`src/design/c8ie_pkg.sv`:
```
// Package for the CHIP-8 instruction execute block.
// Holds the sequencer states, status codes, opcode codes, the ALU result struct and the font.
// Depends on nothing.
package c8ie_pkg;

	typedef enum logic [2:0] {
		ST_OK        = 3'd0,
		ST_WAIT_KEY  = 3'd1,
		ST_UNKNOWN   = 3'd2,
		ST_OVERFLOW  = 3'd3,
		ST_UNDERFLOW = 3'd4,
		ST_DISPLAY   = 3'd5
	} status_t;

	typedef enum logic [3:0] {
		S_CLEAR, S_IDLE, S_FL, S_RX, S_RY, S_EX, S_VF, S_POP,
		S_BCD1, S_BCD2, S_ST_RD, S_ST_WR, S_LD_RD, S_LD_WR
	} state_t;

	// Step modes.
	localparam logic [1:0] MODE_WRITE = 2'd0;
	localparam logic [1:0] MODE_EXEC  = 2'd1;
	localparam logic [1:0] MODE_TICK  = 2'd2;

	// Configuration register indexes.
	localparam logic [1:0] CFG_VF_RESET  = 2'd0;
	localparam logic [1:0] CFG_SHIFT_IP  = 2'd1;
	localparam logic [1:0] CFG_JUMP_VX   = 2'd2;
	localparam logic [1:0] CFG_IDX_ADV   = 2'd3;

	// Opcode groups (top nibble).
	localparam logic [3:0] OP_SYS    = 4'h0;
	localparam logic [3:0] OP_JP     = 4'h1;
	localparam logic [3:0] OP_CALL   = 4'h2;
	localparam logic [3:0] OP_SE_NN  = 4'h3;
	localparam logic [3:0] OP_SNE_NN = 4'h4;
	localparam logic [3:0] OP_SE_XY  = 4'h5;
	localparam logic [3:0] OP_LD_NN  = 4'h6;
	localparam logic [3:0] OP_ADD_NN = 4'h7;
	localparam logic [3:0] OP_ALU    = 4'h8;
	localparam logic [3:0] OP_SNE_XY = 4'h9;
	localparam logic [3:0] OP_LD_I   = 4'hA;
	localparam logic [3:0] OP_JP_V   = 4'hB;
	localparam logic [3:0] OP_RND    = 4'hC;
	localparam logic [3:0] OP_DRW    = 4'hD;
	localparam logic [3:0] OP_KEY    = 4'hE;
	localparam logic [3:0] OP_MISC   = 4'hF;

	// ALU functions (low nibble of 8XYN).
	localparam logic [3:0] ALU_MOV = 4'h0;
	localparam logic [3:0] ALU_OR  = 4'h1;
	localparam logic [3:0] ALU_AND = 4'h2;
	localparam logic [3:0] ALU_XOR = 4'h3;
	localparam logic [3:0] ALU_ADD = 4'h4;
	localparam logic [3:0] ALU_SUB = 4'h5;
	localparam logic [3:0] ALU_SHR = 4'h6;
	localparam logic [3:0] ALU_SBN = 4'h7;
	localparam logic [3:0] ALU_SHL = 4'hE;

	// System and misc low bytes.
	localparam logic [7:0] SYS_RET     = 8'hEE;
	localparam logic [7:0] SYS_CLS     = 8'hE0;
	localparam logic [7:0] SYS_SCR_R   = 8'hFB;
	localparam logic [7:0] SYS_SCR_L   = 8'hFC;
	localparam logic [7:0] SYS_LORES   = 8'hFE;
	localparam logic [7:0] SYS_HIRES   = 8'hFF;
	localparam logic [3:0] SYS_SCR_DN  = 4'hC;
	localparam logic [3:0] SYS_SCR_UP  = 4'hD;
	localparam logic [7:0] KEY_DOWN    = 8'h9E;
	localparam logic [7:0] KEY_UP      = 8'hA1;
	localparam logic [7:0] F_GET_DT    = 8'h07;
	localparam logic [7:0] F_WAIT_KEY  = 8'h0A;
	localparam logic [7:0] F_SET_DT    = 8'h15;
	localparam logic [7:0] F_SET_ST    = 8'h18;
	localparam logic [7:0] F_ADD_I     = 8'h1E;
	localparam logic [7:0] F_FONT      = 8'h29;
	localparam logic [7:0] F_BIG_FONT  = 8'h30;
	localparam logic [7:0] F_BCD       = 8'h33;
	localparam logic [7:0] F_STORE     = 8'h55;
	localparam logic [7:0] F_LOAD      = 8'h65;
	localparam logic [7:0] F_STORE_RPL = 8'h75;
	localparam logic [7:0] F_LOAD_RPL  = 8'h85;

	localparam logic [15:0] BIG_FONT_BASE = 16'h0050;

	typedef struct packed {
		logic       ok;
		logic [7:0] res;
		logic       vf_we;
		logic       vf;
	} alu_res_t;

	// Small font at 0, large font at 0x50, padded with zeros to 256 bytes.
	localparam logic [7:0] FONT [256] = '{
		8'hF0,8'h90,8'h90,8'h90,8'hF0, 8'h20,8'h60,8'h20,8'h20,8'h70,
		8'hF0,8'h10,8'hF0,8'h80,8'hF0, 8'hF0,8'h10,8'hF0,8'h10,8'hF0,
		8'h90,8'h90,8'hF0,8'h10,8'h10, 8'hF0,8'h80,8'hF0,8'h10,8'hF0,
		8'hF0,8'h80,8'hF0,8'h90,8'hF0, 8'hF0,8'h10,8'h20,8'h40,8'h40,
		8'hF0,8'h90,8'hF0,8'h90,8'hF0, 8'hF0,8'h90,8'hF0,8'h10,8'hF0,
		8'hF0,8'h90,8'hF0,8'h90,8'h90, 8'hE0,8'h90,8'hE0,8'h90,8'hE0,
		8'hF0,8'h80,8'h80,8'h80,8'hF0, 8'hE0,8'h90,8'h90,8'h90,8'hE0,
		8'hF0,8'h80,8'hF0,8'h80,8'hF0, 8'hF0,8'h80,8'hF0,8'h80,8'h80,
		8'hff,8'hff,8'hc3,8'hc3,8'hc3,8'hc3,8'hc3,8'hc3,8'hff,8'hff,
		8'h18,8'h78,8'h78,8'h18,8'h18,8'h18,8'h18,8'h18,8'hff,8'hff,
		8'hff,8'hff,8'h03,8'h03,8'hff,8'hff,8'hc0,8'hc0,8'hff,8'hff,
		8'hff,8'hff,8'h03,8'h03,8'hff,8'hff,8'h03,8'h03,8'hff,8'hff,
		8'hc3,8'hc3,8'hc3,8'hc3,8'hff,8'hff,8'h03,8'h03,8'h03,8'h03,
		8'hff,8'hff,8'hc0,8'hc0,8'hff,8'hff,8'h03,8'h03,8'hff,8'hff,
		8'hff,8'hff,8'hc0,8'hc0,8'hff,8'hff,8'hc3,8'hc3,8'hff,8'hff,
		8'hff,8'hff,8'h03,8'h03,8'h06,8'h0c,8'h18,8'h18,8'h18,8'h18,
		8'hff,8'hff,8'hc3,8'hc3,8'hff,8'hff,8'hc3,8'hc3,8'hff,8'hff,
		8'hff,8'hff,8'hc3,8'hc3,8'hff,8'hff,8'h03,8'h03,8'hff,8'hff,
		8'h7e,8'hff,8'hc3,8'hc3,8'hc3,8'hff,8'hff,8'hc3,8'hc3,8'hc3,
		8'hfc,8'hfc,8'hc3,8'hc3,8'hfc,8'hfc,8'hc3,8'hc3,8'hfc,8'hfc,
		8'h3c,8'hff,8'hc3,8'hc0,8'hc0,8'hc0,8'hc0,8'hc3,8'hff,8'h3c,
		8'hfc,8'hfe,8'hc3,8'hc3,8'hc3,8'hc3,8'hc3,8'hc3,8'hfe,8'hfc,
		8'hff,8'hff,8'hc0,8'hc0,8'hff,8'hff,8'hc0,8'hc0,8'hff,8'hff,
		8'hff,8'hff,8'hc0,8'hc0,8'hff,8'hff,8'hc0,8'hc0,8'hc0,8'hc0,
		8'h00,8'h00,8'h00,8'h00,8'h00,8'h00,8'h00,8'h00,
		8'h00,8'h00,8'h00,8'h00,8'h00,8'h00,8'h00,8'h00
	};

endpackage

```
`src/design/c8ie_alu.sv`:
```
// Arithmetic and logic unit for the 8XYN instruction group.
// Depends on c8ie_pkg.
module c8ie_alu
	import c8ie_pkg::*;
(
	input  logic [3:0] fn,
	input  logic [7:0] vx,
	input  logic [7:0] vy,
	input  logic       vf_reset_mode,
	input  logic       shift_in_place,
	output alu_res_t   res
);

	logic [8:0] sum;
	logic [7:0] src;

	assign sum = {1'b0, vx} + {1'b0, vy};
	assign src = shift_in_place ? vx : vy;

	// Result, flag and whether the flag register is written.
	always_comb begin
		res = '{ok: 1'b1, res: 8'h00, vf_we: 1'b0, vf: 1'b0};
		case (fn)
			ALU_MOV: res.res = vy;
			ALU_OR:  begin res.res = vx | vy; res.vf_we = vf_reset_mode; end
			ALU_AND: begin res.res = vx & vy; res.vf_we = vf_reset_mode; end
			ALU_XOR: begin res.res = vx ^ vy; res.vf_we = vf_reset_mode; end
			ALU_ADD: begin res.res = sum[7:0]; res.vf_we = 1'b1; res.vf = sum[8]; end
			ALU_SUB: begin res.res = vx - vy; res.vf_we = 1'b1; res.vf = (vx >= vy); end
			ALU_SHR: begin res.res = {1'b0, src[7:1]}; res.vf_we = 1'b1; res.vf = src[0]; end
			ALU_SBN: begin res.res = vy - vx; res.vf_we = 1'b1; res.vf = (vy >= vx); end
			ALU_SHL: begin res.res = {src[6:0], 1'b0}; res.vf_we = 1'b1; res.vf = src[7]; end
			default: res.ok = 1'b0;
		endcase
	end

endmodule
```
`config.mk`:
```
export PLATFORM = sky130hd
export DESIGN_NAME = c8ie_alu
export DESIGN_NICKNAME = d
export VERILOG_FILES = /design/src/design/c8ie_pkg.sv /design/src/design/c8ie_alu.sv
export SDC_FILE = /design/constraint.sdc
export NUM_CORES = 1
export LEC_CHECK = 0
export BUFFER_PORTS_ARGS = -buffer_cell sky130_fd_sc_hd__buf_2
export CORE_ASPECT_RATIO = 1.75
export CORE_MARGIN = 1
export CORE_UTILIZATION = 25
export DETAILED_ROUTE_END_ITERATION = 8
export GPL_ROUTABILITY_DRIVEN = 0
export PLACE_DENSITY = 0.49
export SYNTH_ARGS = -nofsm -noshare
export SYNTH_HDL_FRONTEND = slang
export SYNTH_SLANG_ARGS = --single-unit
```
`constraint.sdc`:
```
create_clock -name vclk -period 4.9
set_input_delay 0.735 -clock vclk [all_inputs]
set_output_delay 0.735 -clock vclk [all_outputs]
set_load 0.02 [all_outputs]
```
## Word-level counts from Yosys, hierarchy flattened

Cells that the tools add are included.
Widths: inputs -> output; s select.

- Bits in registers: 0
- Input port bits: 22
- Logic and storage cells: 25

- Add/sub/neg operators: 3
- $lt $le $gt $ge: 2
- Equality and inequality tests: 8
- Multiplexer cells: 5
- Bitwise operators: 3
- Reductions and logical operators: 4

Operator list:

| cell | number |
|---|---|
| $pmux 8 s9 | 1 |
| $eq 4x3->1 const B | 4 |
| $ge 8x8->1 | 2 |
| $sub 8x8->8 | 2 |
| $add 8x8->9 | 1 |
| $reduce_or 9->1 | 1 |
| $and 8x8->8 | 1 |
| $eq 4x2->1 const B | 2 |
| $mux 8 | 1 |
| $or 8x8->8 | 1 |
| $xor 8x8->8 | 1 |
| $pmux 1 s5 | 1 |
| $reduce_or 5->1 | 1 |
| $eq 4x1->1 const B | 1 |
| $eq 4x4->1 const B | 1 |
| $logic_not 4->1 | 1 |
| $reduce_or 3->1 | 1 |
| $pmux 1 s2 | 1 |
| $mux 1 | 1 |

## Longest topological paths before layout

Gate-level depths: netlist (run 1).

- Word-level depth: 3
- Mapped depth: 9
- Mapped depth without buffers: 9

## Least setup slack after synthesis (run 1)

OpenSTA, ideal clock, no wires.

- Kind: input-to-output
- Start point: input vy[2]
- End point: output res[8] in the netlist's numbering
- Arrival: 2437 ps
- Slack: 1728 ps
- Stages: 8
- Path through: inv_1 -> ha_1 -> buf_4 -> nor3_1 -> a211o_1 -> a211oi_2 -> o32ai_1 -> o311ai_1

RTL lines:

| item | RTL line | text |
|---|---|---|
| start, declared | c8ie_alu.sv:8 | `input logic [7:0] vy,` |
| end, declared | c8ie_alu.sv:11 | `output alu_res_t res` |

==> flow_metrics.py, run 1 <==
metrics = {
    "status": {
        "result_of_the_run": "finished clean",
    },
    "worst_setup_path": {
        "start_kind": "input pin",
        "worstPathBufferInverterCount": 4,
        "critPathMaxFanout": 9,
        "crit_path_end_kind": "primary output",
        "cp_top_family": "compound AO/OA/AOI/OAI gates",
        "worst-setup-path-type": "in2out",
        "timing.critical_path.slowest_stage_cell": "sky130_fd_sc_hd__ha_1",
        "worstPathArrival_ns": 2.82,
        "critical_path_required_ns": 4.16,
        "timing.critical_path.cells": "buf_2, inv_1, ha_1, inv_1, a21oi_1, a21boi_0, mux2i_1, a31oi_1, o311ai_1, buf_2",
        "critPathMaxStageDelay_ns": 0.49,
    },
    "cells_and_area": {
        "filler_cell_count": 784,
        "final-seq-area_sq_um": 0,
        "footprint_of_the_multi_input_gates_sq_um": 1630,
        "number_of_diodes_added_for_antenna_fixing": 0,
        "nClkBuffers": 0,
        "utilization": 0.288,
        "areaGrowthSynthToFinish_pct": 10.7,
        "layout-drive-gt1-share": 0.171,
        "n_sequential_cell": 0,
        "nets": 331,
    },
    "timing": {
        "timing_max_transition_violations_final": 0,
        "min_period_over_period": 0.725,
        "fin_tns_setup_ns": 0,
        "grt_setup_unrepaired": "false",
        "post-route-min-period_ns": 3.55,
        "finalSetupViolations": 0,
        "hold_viol_final": 0,
        "fmax_mhz": 282,
        "slew-limit-headroom": 0.554,
        "worst-slew-pin-transition_ns": 0.669,
        "postLayoutSetupSlackWorst_ns": 1.35,
    },
    "detailed_routing": {
        "drt_pre_antenna_iters": 4,
        "wl_per_cell_um": 16.6,
        "routed_wl_um": 5870,
        "via_count": 1856,
        "drt_first_iter_violations": 92,
        "detailed_route_drc_error_count": 0,
        "drt.antenna.violating_nets": 0,
        "routed_via_density": 5.26,
    },
    "clock_tree": {
        "post_cts.resized_instances": 0,
        "cts.repair_timing.setup_buffer_count": 0,
        "cts_hold_repair.buffers": 0,
    },
    "yosys": {
        "synth_area_sq_um": 1810,
        "synth-warning-count": 0,
        "synth.avg_cell_area_sq_um": 7.25,
        "synth.lib_cells_used.distinct": 58,
        "postSynthCellCount": 250,
        "mapped_nets": 310,
        "sequential_cell_area_fraction_in_the_yosys_report": 0,
    },
    "run": {
        "cap_violations": 0,
    },
    "floorplanning": {
        "placeableCoreArea_sq_um": 6960,
        "core.rowCount": 40,
        "floorplan.io_pins": 33,
        "floorplan.initialDensity": 0.260,
        "floorplan.die_area_sq_um": 7600,
        "die_h_um": 115,
        "die_width_um": 66.4,
    },
    "min_path": {
        "holdCritPathClass": "in2out",
        "worstHoldPathCells": 3,
        "holdCritStartpoint": "fn[3]",
        "timing.hold.worst_endpoint": "res[10]",
    },
    "grt": {
        "globalRouteTotalUtil": 0.157,
        "first_pass_grt_wire_length_um": 9230,
        "grt_antenna_before_repair": 0,
        "grt_start_max_net_pins": 36,
        "number_of_global_route_vias_before_repair": 1867,
        "globalRoute.totalOverflow": 0,
    },
    "power": {
        "power_leakage_nw": 0.978,
        "worst_ir_drop_vdd_mv": 0.0382,
        "power-per-cell-area_nw_per_um2": 107,
    },
    "placed_design": {
        "io_buffers": 33,
        "dpl.hpwl_um": 4810,
        "pre_cts_ws_ns": 1.38,
    },
}
placed cells by master, fill, tap and decap left out, types with 3 or more instances in the layout:
cell type,count
sky130_fd_sc_hd__o22ai_1,6
sky130_fd_sc_hd__nor2_1,16
sky130_fd_sc_hd__xnor2_1,5
sky130_fd_sc_hd__nand3_1,6
sky130_fd_sc_hd__mux2i_1,13
sky130_fd_sc_hd__and3_1,3
sky130_fd_sc_hd__inv_1,26
sky130_fd_sc_hd__a21o_1,3
sky130_fd_sc_hd__nor3_1,5
sky130_fd_sc_hd__nand2b_1,4
sky130_fd_sc_hd__buf_2,33
sky130_fd_sc_hd__fa_1,3
sky130_fd_sc_hd__o21ai_0,23
sky130_fd_sc_hd__ha_1,35
sky130_fd_sc_hd__a21oi_1,16
sky130_fd_sc_hd__o21bai_1,4
sky130_fd_sc_hd__nor2b_1,7
sky130_fd_sc_hd__nand2_1,17
per-layer routing:
layer / wire length (um) / vias up / track usage
met2: 3240 / 60 / 0.315
met4: 132 / 0 / 0.0440
met1: 2270 / 854 / 0.173
met5: 0 / - / 0
li1: - / 931 / -
met3: 227 / 11 / 0.000996
cells in the mapped netlist (6+ instances only):
cell type	instances	share of area
sky130_fd_sc_hd__nand3_1	6	0.017
sky130_fd_sc_hd__nand2_1	17	0.035
sky130_fd_sc_hd__inv_1	26	0.054
sky130_fd_sc_hd__nor2_1	16	0.033
sky130_fd_sc_hd__mux2i_1	13	0.072
sky130_fd_sc_hd__o22ai_1	6	0.021
sky130_fd_sc_hd__ha_1	35	0.24
sky130_fd_sc_hd__a21oi_1	16	0.044
sky130_fd_sc_hd__buf_2	9	0.025
sky130_fd_sc_hd__nor2b_1	7	0.024
sky130_fd_sc_hd__o21ai_0	23	0.064
cell families (layout without fill, tap and decap cells):
family          after synthesis  in the layout  share of synthesized area
compound gates               83             83                      0.323
simple gates                 67             67                      0.183
buf+inv                      41             60                     0.0981
fa+ha+maj                    38             38                      0.275
mux                          16             16                     0.0967
xor+xnor                      5              5                     0.0242
tightest hold or removal path: cells and delay by family:
| kind | cells | cell delay, ns |
|---|---|---|
| buf+inv | 2 | 0.29 |
| simple gates | 1 | 0.06 |
area by class of cell:
type | count | share of cell area
inverter | 27 | 0.0505
tap | 84 | 0.0524
timing repair buffer | 33 | 0.0823
multi-input combinational | 209 | 0.815
report_power, final:
group,total [W],internal [W],switching (W)
sequential,0,0,0
clock,0,0,0
combinational,0.000215,0.0000836,0.000131
metrics by stage:
stage	instance area, sq um	power [W]	std cells	hold WS, ns
after floorplan	1810	0.000154	250	1.72
after global placement	2010	0.000214	353	1.83
after detailed placement	2010	0.000214	353	1.83
after CTS	2010	0.000215	353	1.83
after global routing	2010	0.000237	353	1.85
final	2010	0.000215	353	1.83
worst max-delay path by stage:
stage | endpoint | startpoint | slack, ns | depth (start not counted)
floorplan | res[8] | vy[2] | 1.73 | 8
global placement | res[9] | vx[1] | 1.39 | 10
detailed placement | res[9] | vx[4] | 1.38 | 10
CTS | res[9] | vx[2] | 1.38 | 10
global route | res[7] | vx[4] | 1.23 | 9
finish | res[8] | vy[5] | 1.35 | 10
Note: power is estimated with default switching activity, not from simulation.
==> run 2: changes to the inputs <==
--- a/config.mk
+++ b/config.mk
@@ -11,7 +11,7 @@
 export CORE_UTILIZATION = 25
 export DETAILED_ROUTE_END_ITERATION = 8
 export GPL_ROUTABILITY_DRIVEN = 0
-export PLACE_DENSITY = 0.49
+export PLACE_DENSITY = 0.51
 export SYNTH_ARGS = -nofsm -noshare
 export SYNTH_HDL_FRONTEND = slang
 export SYNTH_SLANG_ARGS = --single-unit
==> constraint.sdc (replaced) <==
create_clock -name vclk -period 2.9
set_input_delay 0.435 -clock vclk [all_inputs]
set_output_delay 0.435 -clock vclk [all_outputs]
set_load 0.02 [all_outputs]
==> run 2 against run 1 <==
Setup slack worse by 1.3 ns; wire length increased by 3.9%; non-clock buffer count up 17; critical path depth up 1; final cell count rose by 4.8%; die area is the same; global-route usage grew 0.57 points; core utilization rose by 2.2 points; final area rose by 7.5%; critical path type unchanged; critical endpoint unchanged.
==> flow_metrics.py, run 2 (synthesis results as in run 1) <==
metrics = {
    "worst_setup_path": {
        "critPathMaxStageDelay_ns": 0.38,
        "critical_path_required_ns": 2.47,
        "start_kind": "input pin",
        "crit_path_frequent_cell": "sky130_fd_sc_hd__buf_2",
        "worst-setup-path-type": "in2out",
        "crit_path_end_kind": "primary output",
        "critPathMaxFanout": 4,
        "worstPathArrival_ns": 2.41,
        "timing.critical_path.cells": "buf_2, buf_4, ha_1, fa_1, nor3_1, a211o_1, a211oi_2, o32ai_2, a31oi_1, o311ai_1, buf_2",
        "timing.critical_path.slowest_stage_cell": "sky130_fd_sc_hd__fa_1",
    },
    "detailed_routing": {
        "routed_wl_um": 6100,
        "drt_first_iter_violations": 84,
        "routed_via_density": 5.27,
        "detailed_route_drc_error_count": 0,
        "drt.antenna.violating_nets": 0,
        "drt_pre_antenna_iters": 5,
        "via_count": 1951,
        "wl_per_cell_um": 16.5,
    },
    "floorplanning": {
        "floorplan.io_pins": 33,
        "die_h_um": 115,
        "die_width_um": 66.4,
        "floorplan.initialDensity": 0.260,
        "placeableCoreArea_sq_um": 6960,
        "core.rowCount": 40,
        "floorplan.die_area_sq_um": 7600,
    },
    "cells_and_area": {
        "areaGrowthSynthToFinish_pct": 19.0,
        "layout-drive-gt1-share": 0.238,
        "most_common_cell_after_layout_fill_and_taps_aside": "sky130_fd_sc_hd__ha_1",
        "filler_cell_count": 764,
        "final-seq-area_sq_um": 0,
        "most-common-layout-cells": "sky130_fd_sc_hd__ha_1 (34), sky130_fd_sc_hd__buf_2 (31), sky130_fd_sc_hd__inv_1 (25)",
        "number_of_diodes_added_for_antenna_fixing": 0,
        "nClkBuffers": 0,
        "nets": 348,
        "final_cells": 370,
        "n_sequential_cell": 0,
    },
    "power": {
        "power-per-cell-area_nw_per_um2": 184,
        "worst_ir_drop_vdd_mv": 0.0644,
        "power_leakage_nw": 1.06,
    },
    "timing": {
        "finalSetupViolations": 0,
        "slew-limit-headroom": 0.615,
        "min_period_over_period": 0.980,
        "hold_viol_final": 0,
        "grt_setup_unrepaired": "true",
        "post-route-min-period_ns": 2.84,
        "final.hold.worst_slack_ns": 1.22,
        "worst-slew-pin-transition_ns": 0.574,
        "timing_max_transition_violations_final": 0,
        "fmax_mhz": 352,
    },
    "grt": {
        "first_pass_grt_wire_length_um": 9660,
        "globalRoute.totalOverflow": 0,
        "grt_start_max_net_pins": 21,
        "grt_antenna_before_repair": 0,
        "number_of_global_route_vias_before_repair": 1921,
        "globalRouteTotalUtil": 0.163,
    },
    "status": {
        "result_of_the_run": "finished clean",
    },
    "placed_design": {
        "placed_cells": 370,
        "dpl.hpwl_um": 4940,
        "io_buffers": 33,
    },
    "run": {
        "cap_violations": 0,
    },
    "min_path": {
        "holdCritPathClass": "in2out",
    },
    "clock_tree": {
        "post_cts.resized_instances": 0,
        "cts_hold_repair.buffers": 0,
        "cts.repair_timing.setup_buffer_count": 0,
    },
}
-- run 2: layer usage --
metal	global-route usage	routed length (um)	vias to the layer above
met5	0	0	-
met4	0.0610	252	0
met3	0.00498	239	19
met2	0.312	3260	65
met1	0.183	2350	903
li1	-	-	964
-- run 2: final timing paths --
| kind | end | cells past startpoint | from | slack, ns |
|---|---|---|---|---|
| worst max-delay path | res[8] | 11 | vy[0] | 0.06 |
| worst min-delay path | res[10] | 3 | fn[3] | 1.22 |
-- run 2: area by class of cell --
cell class	count	area [sq um]	share of cell area
multi-input cells	209	1650	0.766
well taps	84	105	0.0488
inverters	27	101	0.0470
repair buffers	50	298	0.138
-- run 2: worst max-delay path: cells and delay by family --
family,cells,cell delay [ns]
adder cells (fa/ha/maj),2,0.58
AO/OA/AOI/OAI,5,0.74
AND/OR/NAND/NOR,1,0.18
buffers and inverters,3,0.48
-- run 2: metrics by stage --
| step | setup WS (ns) | setup TNS [ns] | util | area (sq um) | total power (W) |
|---|---|---|---|---|---|
| after floorplan | 0.328 | 0 | - | 1810 | 0.000261 |
| after detailed placement | 0.0376 | 0 | 0.307 | 2130 | 0.000384 |
| after global placement | 0.0254 | 0 | 0.307 | 2130 | 0.000382 |
| after global routing | -0.0547 | -0.0894 | 0.310 | 2160 | 0.000432 |
| final | 0.0576 | 0 | 0.310 | 2160 | 0.000397 |
| after CTS | 0.0372 | 0 | 0.307 | 2130 | 0.000386 |
-- run 2: power breakdown --
group          internal, W  switching (W)  leakage (nW)
Sequential               0              0             0
Combinational     0.000165       0.000232          1.06
Clock                    0              0             0
==> run 3: changes to the inputs <==
--- a/config.mk
+++ b/config.mk
@@ -8,10 +8,10 @@
 export BUFFER_PORTS_ARGS = -buffer_cell sky130_fd_sc_hd__buf_2
 export CORE_ASPECT_RATIO = 1.75
 export CORE_MARGIN = 1
-export CORE_UTILIZATION = 25
+export CORE_UTILIZATION = 50
 export DETAILED_ROUTE_END_ITERATION = 8
 export GPL_ROUTABILITY_DRIVEN = 0
-export PLACE_DENSITY = 0.51
+export PLACE_DENSITY = 0.83
 export SYNTH_ARGS = -nofsm -noshare
 export SYNTH_HDL_FRONTEND = slang
 export SYNTH_SLANG_ARGS = --single-unit
==> run 3 against run 2 <==
Critical path depth fell by 1; wire length fell by 17%; critical endpoint is now res[7]; largest cell class unchanged; combinational power fell by 6.8%; first-iteration DRC count rose by 33%.
==> flow_metrics.py, run 3 (synthesis results as in run 1) <==
metrics = {
    "detailed_routing": {
        "via_count": 1991,
        "drt.antenna.violating_nets": 0,
        "detailed_route_drc_error_count": 0,
        "drt_first_iter_violations": 112,
        "routed_via_density": 6.24,
        "wl_per_cell_um": 15.8,
        "routed_wl_um": 5040,
        "drt_pre_antenna_iters": 5,
    },
    "floorplanning": {
        "floorplan.io_pins": 33,
        "die_width_um": 47.5,
        "placeableCoreArea_sq_um": 3430,
        "core.rowCount": 28,
        "floorplan.die_area_sq_um": 3880,
        "die_h_um": 81.6,
        "floorplan.initialDensity": 0.528,
    },
    "cells_and_area": {
        "number_of_diodes_added_for_antenna_fixing": 0,
        "areaGrowthSynthToFinish_pct": 11.0,
        "final_cells": 319,
        "most-common-layout-cells": "sky130_fd_sc_hd__ha_1 (34), sky130_fd_sc_hd__buf_2 (33), sky130_fd_sc_hd__inv_1 (26)",
        "layout-drive-gt1-share": 0.197,
        "nets": 336,
        "n_sequential_cell": 0,
        "nClkBuffers": 0,
        "post-route-cell-area_sq_um": 2010,
        "final-seq-area_sq_um": 0,
        "most_common_cell_after_layout_fill_and_taps_aside": "sky130_fd_sc_hd__ha_1",
        "utilization": 0.586,
    },
    "clock_tree": {
        "cts_hold_repair.buffers": 0,
        "cts.repair_timing.setup_buffer_count": 0,
    },
    "timing": {
        "fmax_mhz": 353,
        "hold_viol_final": 0,
        "min_period_over_period": 0.976,
        "slew-limit-headroom": 0.629,
        "fin_tns_setup_ns": 0,
        "grt_setup_unrepaired": "false",
        "final.hold.worst_slack_ns": 1.22,
        "post-route-min-period_ns": 2.83,
        "finalSetupViolations": 0,
        "timing_max_transition_violations_final": 0,
        "worst-slew-pin-transition_ns": 0.555,
    },
    "worst_setup_path": {
        "crit_path_end_kind": "primary output",
        "critPathMaxFanout": 5,
        "worst-setup-path-type": "in2out",
        "crit_start": "vx[1]",
        "worstPathBufferInverterCount": 3,
        "worstPathArrival_ns": 2.40,
        "timing.critical_path.cells": "buf_2, inv_1, ha_1, a21o_1, a221o_1, nor2_1, o21ai_1, xnor2_1, o221ai_1, buf_2",
        "start_kind": "input pin",
        "crit_path_frequent_cell": "sky130_fd_sc_hd__buf_2",
        "critPathMaxStageDelay_ns": 0.38,
        "cp_top_family": "compound AO/OA/AOI/OAI gates",
        "critical_path_required_ns": 2.47,
        "timing.critical_path.slowest_stage_cell": "sky130_fd_sc_hd__ha_1",
    },
    "grt": {
        "globalRouteTotalUtil": 0.269,
        "grt_start_max_net_pins": 24,
        "number_of_global_route_vias_before_repair": 1771,
        "globalRoute.totalOverflow": 0,
        "first_pass_grt_wire_length_um": 7870,
        "grt_antenna_before_repair": 0,
    },
    "power": {
        "power-per-cell-area_nw_per_um2": 184,
        "power_leakage_nw": 1.01,
        "worst_ir_drop_vdd_mv": 0.0934,
    },
    "min_path": {
        "holdCritStartpoint": "fn[3]",
        "holdCritPathClass": "in2out",
    },
    "placed_design": {
        "dpl.hpwl_um": 4030,
        "post_dp_cell_area_sq_um": 1990,
        "placed_cells": 319,
        "io_buffers": 33,
    },
    "run": {
        "cap_violations": 0,
    },
    "status": {
        "result_of_the_run": "finished clean",
    },
}
-- run 3: changes by cell type in the layout (fill, tap and decap cells not counted) --
| cell | previous run | this run |
|---|---|---|
| sky130_fd_sc_hd__buf_4 | 19 | 5 |
| sky130_fd_sc_hd__buf_2 | 31 | 33 |
| sky130_fd_sc_hd__a21oi_1 | 15 | 16 |
| sky130_fd_sc_hd__a21oi_2 | 1 | 0 |
| sky130_fd_sc_hd__inv_1 | 25 | 26 |
| sky130_fd_sc_hd__inv_2 | 2 | 1 |
| sky130_fd_sc_hd__o21ai_0 | 22 | 23 |
| sky130_fd_sc_hd__o21ai_2 | 1 | 0 |
| sky130_fd_sc_hd__o22ai_1 | 6 | 5 |
| sky130_fd_sc_hd__o22ai_2 | 0 | 1 |
-- run 3: cell type report --
| cell class | instances | area (sq um) |
|---|---|---|
| timing repair buffer | 38 | 203 |
| inverter | 27 | 101 |
| tap | 45 | 56.3 |
| fill | 360 | 1420 |
| multi-input combinational | 209 | 1650 |
-- run 3: where the power goes --
group | internal, W | leakage [nW] | switching [W]
Clock | 0 | 0 | 0
Sequential | 0 | 0 | 0
Combinational | 0.000150 | 1.01 | 0.000220
Total | 0.000150 | 1.01 | 0.000220
-- run 3: path summary, 6_finish.rpt --
path,end,slack (ns),cells past startpoint
setup / recovery,res[7],0.07,10
hold / removal,res[2],1.22,3
-- run 3: repair_timing --
action | in CTS | in global routing
endpoints found under the setup margin | 0 | 2
gates resized for setup | 0 | 3
hold endpoints to repair | 0 | 0
-- run 3: per-layer routing --
| layer | global-route usage | vias up | wire length [um] |
|---|---|---|---|
| met5 | 0 | - | 0 |
| met4 | 0.126 | 0 | 280 |
| met3 | 0.0110 | 30 | 333 |
| met2 | 0.473 | 112 | 2530 |
| met1 | 0.314 | 903 | 1900 |
| li1 | - | 946 | - |
-- run 3: per-stage QoR --
stage	setup slack (ns)	power [W]
floorplan	0.328	0.000261
global placement	0.103	0.000351
detailed placement	0.0899	0.000357
CTS	0.0836	0.000359
global route	0.0110	0.000399
finish	0.0692	0.000370
